==> config.mk <==
export PLATFORM = sky130hd
export DESIGN_NAME = adc_temperature_convert_average
export DESIGN_NICKNAME = d
export VERILOG_FILES = /design/src/sv/atca_pkg.sv /design/src/sv/adc_temperature_convert_average.sv /design/src/sv/atca_div.sv /design/src/sv/atca_front.sv /design/src/sv/atca_fifo.sv /design/src/sv/atca_back.sv
export SDC_FILE = /design/constraint.sdc
export NUM_CORES = 2
export LEC_CHECK = 0
export ABC_CLOCK_PERIOD_IN_PS = 15350
export BUFFER_PORTS_ARGS = -buffer_cell sky130_fd_sc_hd__buf_2
export CAP_MARGIN = 20
export CORE_MARGIN = 3
export CORE_UTILIZATION = 23
export CTS_BUF_LIST = sky130_fd_sc_hd__clkbuf_4 sky130_fd_sc_hd__clkbuf_8
export CTS_CLUSTER_SIZE = 30
export DETAILED_ROUTE_END_ITERATION = 12
export PLACE_DENSITY = 0.43
export SETUP_SLACK_MARGIN = 0.15
export SYNTH_ARGS = -nofsm -noshare
export SYNTH_HDL_FRONTEND = slang
export SYNTH_SLANG_ARGS = --single-unit
==> constraint.sdc <==
create_clock -name i_clk -period 15.35 [get_ports i_clk]
set_input_delay 1.535 -clock i_clk [delete_from_list [all_inputs] [get_ports i_clk]]
set_output_delay 1.535 -clock i_clk [all_outputs]
set_load 0.05 [all_outputs]
==> src/sv/atca_pkg.sv <==
`timescale 1ns / 1ps
// ----------------------------------------------------------------------------
// atca_pkg
// Shared types and constants of the temperature convert and average block.
// ----------------------------------------------------------------------------
package atca_pkg;

    // sensor front end
    localparam int CAL_SUPPLY_MV = 3000;
    localparam int CODE_BITS     = 12;
    localparam int BAND_LIMIT    = 20000;

    // shared divider geometry
    localparam int DIV_NUM_W = 41;   // numerator magnitude bits
    localparam int DIV_DEN_W = 24;   // divisor magnitude bits
    localparam int DIV_QUO_W = 32;   // quotient bits produced
    localparam int DIV_CNT_W = $clog2(DIV_QUO_W);

    // job queue between front and back
    localparam int JOB_DEPTH = 2;
    localparam int JOB_PTR_W = $clog2(JOB_DEPTH);
    localparam int JOB_CNT_W = $clog2(JOB_DEPTH + 1);

    typedef enum logic [2:0] {
        CFG_CAL1_CODE   = 3'd0,
        CFG_CAL2_CODE   = 3'd1,
        CFG_CAL1_TEMP   = 3'd2,
        CFG_CAL2_TEMP   = 3'd3,
        CFG_SUPPLY_MV   = 3'd4,
        CFG_MIN_TEMP    = 3'd5,
        CFG_MAX_TEMP    = 3'd6,
        CFG_SAMPLES_AVG = 3'd7
    } t_cfg_idx;

    typedef struct packed {
        logic        [11:0] cal1_code;
        logic        [11:0] cal2_code;
        logic signed [8:0]  cal1_temp;
        logic signed [8:0]  cal2_temp;
        logic        [11:0] supply_mv;
        logic signed [15:0] min_temp;
        logic signed [15:0] max_temp;
        logic        [7:0]  samples_avg;
    } t_cfg;

    // one classified sample waiting for the back end
    typedef struct packed {
        logic                 valid;     // sample can be converted at all
        logic                 neg;       // sign of the slope term
        logic [DIV_NUM_W-1:0] num_mag;
        logic [DIV_DEN_W-1:0] den_mag;
    } t_job;

endpackage

==> src/sv/adc_temperature_convert_average.sv <==
`timescale 1ns / 1ps
// ----------------------------------------------------------------------------
// adc_temperature_convert_average
// Two-point calibrated temperature conversion with windowed averaging.
// ----------------------------------------------------------------------------
//  channel   handshake         payload
//  input     push / full       i_adc_code, i_conversion_ok
//  result    empty / pop       o_mean_temp, o_status, o_valid_count
//  config    i_cfg_we          i_cfg_idx, i_cfg_wdata
//
//  The front takes one sample at a time into a 2-deep job queue. The back
//  runs each converted sample through the 32-step divider, takes a failed
//  one straight to the window update, and on a window close divides again
//  for the mean, or goes straight to the output if no sample was valid.
//  Reset restores the calibration defaults and clears the window; no sweep.
//  A result waiting on pop holds the back once the next mean is ready.
// ----------------------------------------------------------------------------
module adc_temperature_convert_average (
    input  logic               i_clk,
    input  logic               i_rst_n,
    input  logic               push,
    output logic               full,
    input  logic [11:0]        i_adc_code,
    input  logic               i_conversion_ok,
    output logic               empty,
    input  logic               pop,
    output logic signed [15:0] o_mean_temp,
    output logic               o_status,
    output logic [7:0]         o_valid_count,
    input  logic               i_cfg_we,
    input  logic [2:0]         i_cfg_idx,
    input  logic [15:0]        i_cfg_wdata
);
    import atca_pkg::*;

    t_cfg r_cfg;
    t_job front_job;
    t_job queue_job;
    logic front_push;
    logic queue_full;
    logic queue_empty;
    logic back_pop;

    always_ff @(posedge i_clk) begin
        if (!i_rst_n) begin
            r_cfg.cal1_code   <= 12'd1024;
            r_cfg.cal2_code   <= 12'd1360;
            r_cfg.cal1_temp   <= 9'sd30;
            r_cfg.cal2_temp   <= 9'sd130;
            r_cfg.supply_mv   <= 12'd3300;
            r_cfg.min_temp    <= -16'sd4000;
            r_cfg.max_temp    <= 16'sd12500;
            r_cfg.samples_avg <= 8'd1;
        end else if (i_cfg_we) begin
            unique case (t_cfg_idx'(i_cfg_idx))
                CFG_CAL1_CODE:   r_cfg.cal1_code   <= i_cfg_wdata[11:0];
                CFG_CAL2_CODE:   r_cfg.cal2_code   <= i_cfg_wdata[11:0];
                CFG_CAL1_TEMP:   r_cfg.cal1_temp   <= i_cfg_wdata[8:0];
                CFG_CAL2_TEMP:   r_cfg.cal2_temp   <= i_cfg_wdata[8:0];
                CFG_SUPPLY_MV:   r_cfg.supply_mv   <= i_cfg_wdata[11:0];
                CFG_MIN_TEMP:    r_cfg.min_temp    <= i_cfg_wdata;
                CFG_MAX_TEMP:    r_cfg.max_temp    <= i_cfg_wdata;
                CFG_SAMPLES_AVG: r_cfg.samples_avg <= i_cfg_wdata[7:0];
                default: ;
            endcase
        end
    end

    atca_front u_front (
        .i_clk           (i_clk),
        .i_rst_n         (i_rst_n),
        .i_cfg           (r_cfg),
        .push            (push),
        .full            (full),
        .i_adc_code      (i_adc_code),
        .i_conversion_ok (i_conversion_ok),
        .o_job           (front_job),
        .o_job_push      (front_push),
        .i_job_full      (queue_full)
    );

    atca_fifo u_fifo (
        .i_clk   (i_clk),
        .i_rst_n (i_rst_n),
        .i_push  (front_push),
        .i_job   (front_job),
        .o_full  (queue_full),
        .i_pop   (back_pop),
        .o_job   (queue_job),
        .o_empty (queue_empty)
    );

    atca_back u_back (
        .i_clk         (i_clk),
        .i_rst_n       (i_rst_n),
        .i_cfg         (r_cfg),
        .i_job         (queue_job),
        .i_job_empty   (queue_empty),
        .o_job_pop     (back_pop),
        .empty         (empty),
        .pop           (pop),
        .o_mean_temp   (o_mean_temp),
        .o_status      (o_status),
        .o_valid_count (o_valid_count)
    );

endmodule

==> src/sv/atca_div.sv <==
`timescale 1ns / 1ps
// ----------------------------------------------------------------------------
// atca_div
// Restoring unsigned divider, one quotient bit per cycle.
// ----------------------------------------------------------------------------
module atca_div (
    input  logic                           i_clk,
    input  logic                           i_rst_n,
    input  logic                           i_start,
    input  logic [atca_pkg::DIV_NUM_W-1:0] i_num,
    input  logic [atca_pkg::DIV_DEN_W-1:0] i_den,
    output logic                           o_done,
    output logic [atca_pkg::DIV_QUO_W-1:0] o_quo
);
    import atca_pkg::*;

    logic                 r_busy, n_busy;
    logic                 r_done, n_done;
    logic [DIV_CNT_W-1:0] r_cnt, n_cnt;
    logic [DIV_DEN_W-1:0] r_rem, n_rem;
    logic [DIV_DEN_W-1:0] r_den, n_den;
    logic [DIV_QUO_W-1:0] r_sh, n_sh;     // numerator bits out, quotient bits in
    logic [DIV_DEN_W:0]   trial;
    logic                 fits;

    // partial remainder stays below the divisor, so one extra bit is enough
    assign trial = {r_rem, r_sh[DIV_QUO_W-1]};
    assign fits  = trial >= {1'b0, r_den};

    always_comb begin
        n_busy = r_busy;
        n_done = 1'b0;
        n_cnt  = r_cnt;
        n_rem  = r_rem;
        n_den  = r_den;
        n_sh   = r_sh;
        if (i_start) begin
            n_busy = 1'b1;
            n_cnt  = DIV_CNT_W'(DIV_QUO_W - 1);
            n_rem  = DIV_DEN_W'(i_num[DIV_NUM_W-1:DIV_QUO_W]);
            n_den  = i_den;
            n_sh   = i_num[DIV_QUO_W-1:0];
        end else if (r_busy) begin
            n_rem = fits ? DIV_DEN_W'(trial - {1'b0, r_den}) : trial[DIV_DEN_W-1:0];
            n_sh  = {r_sh[DIV_QUO_W-2:0], fits};
            n_cnt = r_cnt - 1'b1;
            if (r_cnt == '0) begin
                n_busy = 1'b0;
                n_done = 1'b1;
            end
        end
    end

    always_ff @(posedge i_clk) begin
        if (!i_rst_n) begin
            r_busy <= 1'b0;
            r_done <= 1'b0;
            r_cnt  <= '0;
        end else begin
            r_busy <= n_busy;
            r_done <= n_done;
            r_cnt  <= n_cnt;
        end
        r_rem <= n_rem;
        r_den <= n_den;
        r_sh  <= n_sh;
    end

    assign o_done = r_done;
    assign o_quo  = r_sh;

endmodule

==> src/sv/atca_front.sv <==
`timescale 1ns / 1ps
// ----------------------------------------------------------------------------
// atca_front
// Accepts raw conversions, checks them and forms the slope division operands.
// ----------------------------------------------------------------------------
module atca_front (
    input  logic                 i_clk,
    input  logic                 i_rst_n,
    input  atca_pkg::t_cfg       i_cfg,
    input  logic                 push,
    output logic                 full,
    input  logic [11:0]          i_adc_code,
    input  logic                 i_conversion_ok,
    output atca_pkg::t_job       o_job,
    output logic                 o_job_push,
    input  logic                 i_job_full
);
    import atca_pkg::*;

    typedef enum logic [2:0] {
        F_IDLE = 3'b001,
        F_MUL  = 3'b010,
        F_PUSH = 3'b100
    } t_fstate;

    localparam logic [11:0] CODE_MASK = 12'((1 << CODE_BITS) - 1);

    t_fstate            r_state, n_state;
    logic        [23:0] r_cs;       // code times supply
    logic        [23:0] r_cal1x;    // first cal code times nominal supply
    logic signed [16:0] r_dt100;
    logic signed [24:0] r_den;
    logic               r_ok;
    logic signed [41:0] r_num;

    logic        [11:0] code_m;
    logic signed [9:0]  dt;
    logic signed [12:0] dcode;
    logic signed [24:0] diff;
    logic        [41:0] num_abs;
    logic        [24:0] den_abs;
    logic               take;

    assign take   = push && (r_state == F_IDLE);
    assign full   = (r_state != F_IDLE);
    assign code_m = i_adc_code & CODE_MASK;
    assign dt     = 10'(i_cfg.cal2_temp) - 10'(i_cfg.cal1_temp);
    assign dcode  = $signed({1'b0, i_cfg.cal2_code}) - $signed({1'b0, i_cfg.cal1_code});
    assign diff   = $signed({1'b0, r_cs}) - $signed({1'b0, r_cal1x});

    always_comb begin
        n_state = r_state;
        unique case (r_state)
            F_IDLE: if (take) n_state = F_MUL;
            F_MUL:  n_state = F_PUSH;
            F_PUSH: if (!i_job_full) n_state = F_IDLE;
            default: n_state = F_IDLE;
        endcase
    end

    always_ff @(posedge i_clk) begin
        if (!i_rst_n) begin
            r_state <= F_IDLE;
        end else begin
            r_state <= n_state;
        end
        if (take) begin
            r_cs    <= {12'b0, code_m} * {12'b0, i_cfg.supply_mv};
            r_cal1x <= 24'({12'b0, i_cfg.cal1_code} * 24'(CAL_SUPPLY_MV));
            r_dt100 <= 17'(dt * 100);
            r_den   <= 25'(dcode * CAL_SUPPLY_MV);
            r_ok    <= i_conversion_ok && (i_cfg.cal1_code != i_cfg.cal2_code);
        end
        if (r_state == F_MUL) begin
            r_num <= r_dt100 * diff;
        end
    end

    assign num_abs = r_num[41] ? 42'(-r_num) : 42'(r_num);
    assign den_abs = r_den[24] ? 25'(-r_den) : 25'(r_den);

    always_comb begin
        o_job.valid   = r_ok;
        o_job.neg     = r_num[41] ^ r_den[24];
        o_job.num_mag = num_abs[DIV_NUM_W-1:0];
        o_job.den_mag = den_abs[DIV_DEN_W-1:0];
    end

    assign o_job_push = (r_state == F_PUSH) && !i_job_full;

endmodule

==> src/sv/atca_fifo.sv <==
`timescale 1ns / 1ps
// ----------------------------------------------------------------------------
// atca_fifo
// Short job queue between the front and the back end.
// ----------------------------------------------------------------------------
module atca_fifo (
    input  logic           i_clk,
    input  logic           i_rst_n,
    input  logic           i_push,
    input  atca_pkg::t_job i_job,
    output logic           o_full,
    input  logic           i_pop,
    output atca_pkg::t_job o_job,
    output logic           o_empty
);
    import atca_pkg::*;

    t_job                 r_mem [JOB_DEPTH];
    logic [JOB_PTR_W-1:0] r_wptr;
    logic [JOB_PTR_W-1:0] r_rptr;
    logic [JOB_CNT_W-1:0] r_count;
    logic                 wr, rd;

    assign o_full  = (r_count == JOB_CNT_W'(JOB_DEPTH));
    assign o_empty = (r_count == '0);
    assign wr      = i_push && !o_full;
    assign rd      = i_pop && !o_empty;
    assign o_job   = r_mem[r_rptr];

    always_ff @(posedge i_clk) begin
        if (!i_rst_n) begin
            r_wptr  <= '0;
            r_rptr  <= '0;
            r_count <= '0;
        end else begin
            if (wr) r_wptr <= r_wptr + 1'b1;
            if (rd) r_rptr <= r_rptr + 1'b1;
            r_count <= r_count + JOB_CNT_W'(wr) - JOB_CNT_W'(rd);
        end
        if (wr) r_mem[r_wptr] <= i_job;
    end

endmodule

==> src/sv/atca_back.sv <==
`timescale 1ns / 1ps
// ----------------------------------------------------------------------------
// atca_back
// Finishes each sample conversion, accumulates the window and forms the mean.
// ----------------------------------------------------------------------------
module atca_back (
    input  logic               i_clk,
    input  logic               i_rst_n,
    input  atca_pkg::t_cfg     i_cfg,
    input  atca_pkg::t_job     i_job,
    input  logic               i_job_empty,
    output logic               o_job_pop,
    output logic               empty,
    input  logic               pop,
    output logic signed [15:0] o_mean_temp,
    output logic               o_status,
    output logic [7:0]         o_valid_count
);
    import atca_pkg::*;

    typedef enum logic [4:0] {
        B_IDLE = 5'b00001,
        B_SDIV = 5'b00010,
        B_ACC  = 5'b00100,
        B_MDIV = 5'b01000,
        B_OUT  = 5'b10000
    } t_bstate;

    t_bstate            r_state, n_state;
    logic               r_neg;
    logic               r_take;
    logic signed [15:0] r_t;
    logic signed [23:0] r_sum;
    logic        [7:0]  r_acc;
    logic        [7:0]  r_seen;
    logic               r_mean_neg;
    logic signed [15:0] r_res_mean;
    logic               r_res_status;
    logic        [7:0]  r_res_count;
    logic               r_out_valid;
    logic signed [15:0] r_out_mean;
    logic               r_out_status;
    logic        [7:0]  r_out_count;

    logic                 div_start;
    logic [DIV_NUM_W-1:0] div_num;
    logic [DIV_DEN_W-1:0] div_den;
    logic                 div_done;
    logic [DIV_QUO_W-1:0] div_quo;

    logic signed [16:0] base;
    logic signed [33:0] sq, t_raw, t_lo, t_cl;
    logic signed [33:0] min34, max34;
    logic               in_band;
    logic signed [23:0] n_sum;
    logic        [7:0]  n_acc;
    logic        [8:0]  n_seen;
    logic        [7:0]  window;
    logic               close;
    logic        [23:0] sum_abs;
    logic        [15:0] q16;
    logic               out_load;

    atca_div u_div (
        .i_clk   (i_clk),
        .i_rst_n (i_rst_n),
        .i_start (div_start),
        .i_num   (div_num),
        .i_den   (div_den),
        .o_done  (div_done),
        .o_quo   (div_quo)
    );

    // sample value: 100*cal1_temp plus the signed slope quotient, then clamp
    assign base    = 17'(i_cfg.cal1_temp * 100);
    assign sq      = r_neg ? -$signed({2'b0, div_quo}) : $signed({2'b0, div_quo});
    assign t_raw   = sq + 34'(base);
    assign min34   = 34'(i_cfg.min_temp);
    assign max34   = 34'(i_cfg.max_temp);
    assign t_lo    = (t_raw < min34) ? min34 : t_raw;
    assign t_cl    = (t_lo > max34) ? max34 : t_lo;
    assign in_band = (t_cl > 34'(-BAND_LIMIT)) && (t_cl < 34'(BAND_LIMIT));

    // window bookkeeping
    assign n_sum   = r_sum + (r_take ? 24'(r_t) : 24'sd0);
    assign n_acc   = r_acc + 8'(r_take);
    assign n_seen  = {1'b0, r_seen} + 9'd1;
    assign window  = (i_cfg.samples_avg == 8'd0) ? 8'd1 : i_cfg.samples_avg;
    assign close   = n_seen >= {1'b0, window};
    assign sum_abs = n_sum[23] ? 24'(-n_sum) : 24'(n_sum);
    assign q16     = div_quo[15:0];

    assign out_load = (r_state == B_OUT) && (!r_out_valid || pop);

    always_comb begin
        n_state   = r_state;
        o_job_pop = 1'b0;
        div_start = 1'b0;
        div_num   = i_job.num_mag;
        div_den   = i_job.den_mag;
        unique case (r_state)
            B_IDLE: begin
                if (!i_job_empty) begin
                    o_job_pop = 1'b1;
                    if (i_job.valid) begin
                        div_start = 1'b1;
                        n_state   = B_SDIV;
                    end else begin
                        n_state = B_ACC;
                    end
                end
            end
            B_SDIV: if (div_done) n_state = B_ACC;
            B_ACC: begin
                if (close && n_acc != 8'd0) begin
                    div_start = 1'b1;
                    div_num   = DIV_NUM_W'(sum_abs);
                    div_den   = DIV_DEN_W'(n_acc);
                    n_state   = B_MDIV;
                end else if (close) begin
                    n_state = B_OUT;
                end else begin
                    n_state = B_IDLE;
                end
            end
            B_MDIV: if (div_done) n_state = B_OUT;
            B_OUT:  if (out_load) n_state = B_IDLE;
            default: n_state = B_IDLE;
        endcase
    end

    always_ff @(posedge i_clk) begin
        if (!i_rst_n) begin
            r_state     <= B_IDLE;
            r_sum       <= '0;
            r_acc       <= '0;
            r_seen      <= '0;
            r_out_valid <= 1'b0;
        end else begin
            r_state <= n_state;
            if (r_state == B_ACC) begin
                if (close) begin
                    r_sum  <= '0;
                    r_acc  <= '0;
                    r_seen <= '0;
                end else begin
                    r_sum  <= n_sum;
                    r_acc  <= n_acc;
                    r_seen <= n_seen[7:0];
                end
            end
            if (out_load) begin
                r_out_valid <= 1'b1;
            end else if (pop) begin
                r_out_valid <= 1'b0;
            end
        end

        if (r_state == B_IDLE) begin
            r_neg  <= i_job.neg;
            r_take <= 1'b0;
        end
        if (r_state == B_SDIV && div_done) begin
            r_take <= in_band;
            r_t    <= t_cl[15:0];
        end
        if (r_state == B_ACC) begin
            r_mean_neg   <= n_sum[23];
            r_res_count  <= n_acc;
            r_res_mean   <= '0;
            r_res_status <= (n_acc == 8'd0);
        end
        if (r_state == B_MDIV && div_done) begin
            r_res_mean <= r_mean_neg ? 16'(-q16) : 16'(q16);
        end
        if (out_load) begin
            r_out_mean   <= r_res_mean;
            r_out_status <= r_res_status;
            r_out_count  <= r_res_count;
        end
    end

    assign empty         = !r_out_valid;
    assign o_mean_temp   = r_out_mean;
    assign o_status      = r_out_status;
    assign o_valid_count = r_out_count;

endmodule

* After elaboration in Yosys (flattened, before gate mapping)
Memory sizes are Yosys's and may differ from the RTL's. A register that Yosys moved wholly into a read port is not among the register bits.
Cells that the tools add are included.
** Cells by class
- Add/sub/neg operators :: 18
- Multiply operators :: 6
- Div/mod/pow operators :: 0
- Order comparisons :: 6
- Eq/ne operators :: 24
- Shift-type cells :: 0
- Muxes and demuxes :: 54
- Bitwise operators :: 3
- Reductions and logical operators :: 35
** Operators by type and width (count)
- 24-bit two-way mux :: 7
- 41-bit two-way mux :: 3
- 34-bit two-way mux :: 3
- 32-bit two-way mux :: 2
- 16-bit two-way mux :: 3
- 24-bit negation :: 2
- 41-bit negation :: 1
- 15-bit by 25-bit multiplier with 40-bit output :: 1
- 5-bit two-way mux :: 8
- 34-bit by 17-bit adder with 34-bit output :: 1
- 34-bit by 16-bit greater-than comparator with 1-bit output :: 1
- 34-bit by 16-bit greater-than comparator with 1-bit output, second input constant :: 1
- 34-bit by 16-bit less-than comparator with 1-bit output :: 1
- 34-bit by 16-bit less-than comparator with 1-bit output, second input constant :: 1
- 32-bit negation with 34-bit output :: 1
- 25-bit by 24-bit greater-or-equal comparator with 1-bit output :: 1
- 5-bit case mux with 5 select lines :: 1
- 24-bit by 24-bit subtractor with 25-bit output :: 1
- 24-bit adder :: 1
- 12-bit by 12-bit multiplier with 24-bit output :: 1
- 8-bit two-way mux :: 3
- 24-bit subtractor :: 1
- 13-bit by 10-bit multiplier with 22-bit output, second input constant :: 1
- 12-bit by 9-bit multiplier with 21-bit output, second input constant :: 1
- other kinds (44) :: 99
** Storage, ports and cells
- Flip-flop bits (word level) :: 426
- Latch bits :: 0
- Bits in writable memories :: 134
- ROM bits :: 0
- Input bits :: 37
- Output and inout port bits :: 27
- Logic and storage cells :: 187
- Memories kept :: 1
** Memories
- u_fifo.r_mem :: depth 2, bits a word 67, rd ports 1, clocked after Yosys merged registers in 1, wr ports 1, line atca_fifo.sv:18 : t_job r_mem [JOB_DEPTH];

* Logic depth before layout (Yosys ltp)
- Depth in word-level cells :: 10
- Depth in mapped cells :: 55
- Mapped depth without buffers :: 46

* By module
From an unflattened synthesis, not the netlist that was laid out.
** Second synthesis, totals
- Cell total of the unflattened synthesis :: 5854
- Area total of the unflattened synthesis :: 57405.1 um^2
** Modules (own cells, without submodules)
- atca_front :: instances 1, cells an instance 3229, area each 30615.6 um^2, sequential area each 3753.6 um^2
- atca_back :: instances 1, cells an instance 1587, area each 13010.0 um^2, sequential area each 2992.9 um^2
- atca_fifo :: instances 1, cells an instance 235, area each 5181.2 um^2, sequential area each 4124.0 um^2
- atca_div :: instances 1, cells an instance 451, area each 4942.2 um^2, sequential area each 2392.3 um^2
- adc_temperature_convert_average :: instances 1, cells an instance 352, area each 3656.0 um^2, sequential area each 1881.8 um^2

* Least setup slack after synthesis
OpenSTA, ideal clock, no wires.
- Kind :: reg-to-reg
- From :: register r_cfg[63] in the netlist's numbering
- To :: register u_back.r_take, data pin
- Setup time :: 0.260 ns
- Arrival time :: 10.478 ns
- Data required time :: 15.090 ns
- Setup slack :: 4.613 ns
- Cell stages (with the launch flop) :: 46
- Buffers on the path :: 8
- Period minus slack after synthesis :: 10.737 ns
- Path through :: dfxtp_1 ha_1 fa_1 ha_1 ha_1 a211oi_1 o21ai_1 and3_1 a311o_1 buf_6 clkinv_4 buf_6 clkbuf_1 ha_1 a21o_1 nand2_1 nor3_1 o31a_1 [... 10 more ...] clkbuf_1 clkbuf_8 mux2_2 ha_1 nor2b_1 o21bai_1 a21boi_0 o21ba_2 o31a_1 o21ai_0 a211oi_1 clkbuf_1 clkbuf_1 mux2_2 nor4_1 nand4_1 nor3_1 nor3_2
** Between the ends
- Cells in the longest elaborated chain, start to end :: 9
- Elaborated cells between the ends (all ways) :: 10
- Classes of those cells :: 1 x add/sub; 1 x mul; 4 x order compare; 3 x mux; 1 x reduce/logical
** RTL lines
- start, declared :: line adc_temperature_convert_average.sv:36 : t_cfg r_cfg;
- 9-bit by 6-bit multiplier with 15-bit output * :: line atca_back.sv:75 : assign base = 17'(i_cfg.cal1_temp * 100);
- 34-bit by 17-bit adder with 34-bit output * :: line atca_back.sv:77 : assign t_raw = sq + 34'(base);
- 34-bit by 16-bit less-than comparator with 1-bit output :: line atca_back.sv:80 : assign t_lo = (t_raw < min34) ? min34 : t_raw;
- 34-bit two-way mux * :: line atca_back.sv:80
- 34-bit by 16-bit greater-than comparator with 1-bit output :: line atca_back.sv:81 : assign t_cl = (t_lo > max34) ? max34 : t_lo;
- 34-bit two-way mux * :: line atca_back.sv:81
- via u_back.t_cl[3] :: line atca_back.sv:52 : logic signed [33:0] sq, t_raw, t_lo, t_cl;
- 34-bit by 16-bit greater-than comparator with 1-bit output / 34-bit by 16-bit less-than comparator with 1-bit output (equally long branches) :: line atca_back.sv:82 : assign in_band = (t_cl > 34'(-BAND_LIMIT)) && (t_cl < 34'(BAND_LIMIT));
- 1-bit logical AND * :: line atca_back.sv:82
- 1-bit two-way mux * :: line atca_back.sv:163 : if (r_state == B_SDIV && div_done) begin
- end signal, assigned :: line atca_back.sv:164 : r_take <= in_band;
- end, declared :: line atca_back.sv:31 : logic r_take;
The timed path passes the listed nets; every way through them passes the cells marked *.
A chain may end at the register's enable or synchronous reset.

* Final worst setup path
- From :: register r_cfg[64] in the netlist's numbering
- To :: register u_back.r_take, data pin
Same word-level chain as after synthesis.

==> summary.md <==
| Metric | Value |
|---|---|
| Status | complete, no violations |
| Synth-to-Final Area Change | 11.8% |
| Yosys reg bits | between 500 and 600 |
| Number of fill cells in the layout | 25,400 |
| Core ar. | roughly 240,000 µm² |
| Synth unique cells | 106 |
| Final setup viols | 0 |
| Nets | 6,855 |
| Layout Skew | 0.0751 ns |
| R2r startpoint | r_cfg[64]$_SDFFE_PN1P_ |
| Initial Utilization | 23.2% |
| Worst-path maximum fanout | 46 |
| Crit path max-delay family | compound AO/OA/AOI/OAI gates |
| Slowest stage delay, CP | between 0.8 and 0.9 ns |
| Worst Path Required | between 15 and 20 ns |
| Critical path type | register to register |
| Post-CTS Hold Buffers | 0 |
| Setup TNS | 0 ns |
| TritonCTS clock tree | done |
| FF-to-FF setup slack | 3.05 ns |
| Wirelength, routed | ~150,000 µm |
| Async set-or-reset flop fraction in the synthesized netlist | 0% |
| Row count | roughly 180 |
| Ports | 64 |
| Hold Path Sink | u_back.o_mean_temp[13]$_DFFE_PP_ |
| Clk sinks | 551 |
| Mapped Cells | 5,668 |
| Crit end category | register |
| Final Hold Fails | 0 |
| CTS buffer count | 104 |
| Post-synthesis cell area | 55,100 µm² |
| Clk slew on worst S/H paths | 0.06 ns |
| Via density | between 4 and 5 |
| Crit path DAT | approximately 13 ns |
| Hold_sp | u_back.r_res_mean[13]$_SDFFCE_PN0P_ |
| Slew @ Worst Pin | around 1.1 ns |
| Initial antenna violation count | 9 |
| Routed vias | slightly below 40,000 |
| Avg Synthesized Cell Area | 9.72 µm² |
| Initial DRC count | around 2,000 |
| Hold path depth | 0 |
| Vias in the first global route | 39,900 |
| Post_cts resized | 0 |
| Ys Warns | 0 |
| Period utilization | around 80% |
| Worst min-delay path class | register to register |
| Global route overflow | 0 |
| Crit start category | register |
| Most frequent cells in the layout | 845 x inv_1, 700 x nand2_1, 583 x fa_1 |
| First-pass GRT wire length | around 230,000 µm |
| Post-layout util | 25.9% |
| Max_cap viols | 0 |
| Rel. slew slack | 23.3% |
| Layout cells sized above 1 | 7.12% |
| H-tree Lvls | 3 |
| Wire per inst | 16.7 µm |
| WP buf/inv | 3 |
| Post-synth top flop | edfxtp_1 |
| 1st-pass router iterations | 5 |
| Aggregate global-route resource usage | 12.1% |
| Achievable Freq | 0.0813 GHz |
| Port buffer count | 63 |
| DRC Markers | 0 |
| Max Root-Sink Buffers | 3 |
| R2r endpoint | u_back.r_take$_SDFFCE_PN0P_ |
| Tmin final | between 10 and 15 ns |
| Unrepaired setup endpoints after global routing | false |
| Sequential fraction of the synthesis area | between 20% and 30% |
| Final Max Slew Viols | 0 |
| Post-CTS setup buffer count | 0 |
| Die area | 246,000 µm² |
| Largest net degree at the start of global routing | 87 |
| Most common cell after layout, fill and taps aside | inv_1 |
| HPWL after DPL | 117,000 µm |
| Slowest stage cell, crit path | a311o_1 |
| Clock latency on the worst-skew pair | 0.82 ns |
| EDFF count, synth | 381 |
| Gpl congestion | 0.826 |
| Post-DRT Antenna Nets | 0 |
| CTS root buf | clkbuf_8 |
| Die height | 496 µm |
| Most Frequent Cell on Critical Path | ha_1 |
| R2R depth | 43 |
| Die W | a little under 500 µm |
| Syn nets | slightly below 7,000 |
-- per-stage QoR --
stage	cell area, µm²	hold WS (ns)	cells	setup slack [ns]
finish	61600	0.418	8957	3.05
global route	61600	0.430	8955	2.09
CTS	61600	0.420	8952	3.07
detailed placement	59200	0.405	8758	3.13
global placement	59100	0.408	8750	3.11
floorplan	55100	0.400	5668	4.61
-- cell type report --
type,count,area (µm²),share of cell area (%)
repair buffers,130,892,1.45
clock inverters,34,435,0.707
inverters,851,3200,5.19
multi-input cells,4060,36300,59.0
diodes,4,10.0,0.0162
well taps,3167,3960,6.43
flip-flops and latches,551,14800,24.1
clock buffers,160,1950,3.16
-- logic make-up (layout without fill, tap and decap cells) --
family | Yosys count | after routing | synth area share (%)
AOI/OAI and AO/OA | 898 | 898 | 11.0
and+or+nand+nor | 1588 | 1588 | 13.8
other | 1 | 5 | 0.00680
buffers and inverters | 1057 | 1175 | 7.41
xor gates and xnor gates | 359 | 359 | 5.77
adders and majority gates | 1120 | 1120 | 33.4
DFF | 551 | 551 | 26.9
muxes | 94 | 94 | 1.73
-- Yosys cell counts, types with 121 or more instances --
master / n / area, µm²
nor2_1: 194 / 728
and2_1: 206 / 1290
edfxtp_1: 381 / 11400
fa_1: 583 / 11700
clkbuf_1: 175 / 657
dfxtp_1: 170 / 3400
inv_1: 846 / 3180
ha_1: 537 / 6720
nand3_1: 121 / 606
nand2_1: 701 / 2630
o21ai_0: 155 / 776
a21oi_1: 201 / 1010
xnor2_1: 264 / 2310
-- state kept, by name, summed over array words and instances, names as in the netlist, 15 cells and up, named ones only --
signal              cells
u_front.r_num          40
u_front.r_dt100        15
u_back.u_div.r_den     24
u_back.o_mean_temp     16
u_front.r_den          22
u_front.r_cal1x        21
u_front.r_cs           24
u_back.u_div.r_rem     24
u_back.r_sum           24
u_back.r_t             16
u_fifo.r_mem          124
r_cfg                  94
u_back.r_res_mean      16
u_back.u_div.o_quo     32
-- routing by layer --
metal / GRT usage [%] / up-vias / wire length [µm]
met5: 0 / - / 0
met2: 19.7 / 611 / 69200
li1: - / 18900 / -
met3: 1.72 / 195 / 5490
met4: 3.54 / 0 / 4000
met1: 16.8 / 19300 / 70700
-- worst max-delay path by stage --
stage | start | end | slack [ns] | depth (start not counted)
6_report | r_cfg[64]$_SDFFE_PN1P_ | u_back.r_take$_SDFFCE_PN0P_ | 3.05 | 43
4_1_cts | r_cfg[64]$_SDFFE_PN1P_ | u_back.r_take$_SDFFCE_PN0P_ | 3.07 | 43
3_5_place_dp | r_cfg[64]$_SDFFE_PN1P_ | u_back.r_take$_SDFFCE_PN0P_ | 3.13 | 43
2_1_floorplan | r_cfg[63]$_SDFFE_PN1P_ | u_back.r_take$_SDFFCE_PN0P_ | 4.61 | 45
5_1_grt | r_cfg[69]$_SDFFE_PN0P_ | u_back.r_take$_SDFFCE_PN0P_ | 2.09 | 44
3_3_place_gp | r_cfg[64]$_SDFFE_PN1P_ | u_back.r_take$_SDFFCE_PN0P_ | 3.11 | 43
-- worst register-to-register path, delay by kind of cell (launching register included) --
| kind | cells | cell delay, ns |
|---|---|---|
| compound gates | 20 | 5.48 |
| fa+ha+maj | 7 | 2.43 |
| simple gates | 11 | 1.96 |
| xor+xnor | 1 | 0.37 |
| buf+inv | 3 | 1.27 |
| mux | 1 | 0.24 |
| flops | 1 | 0.40 |
Power is left out: the tool's default activity adds up to more than one toggle a clock period on the data nets, which glitch-free logic cannot reach.
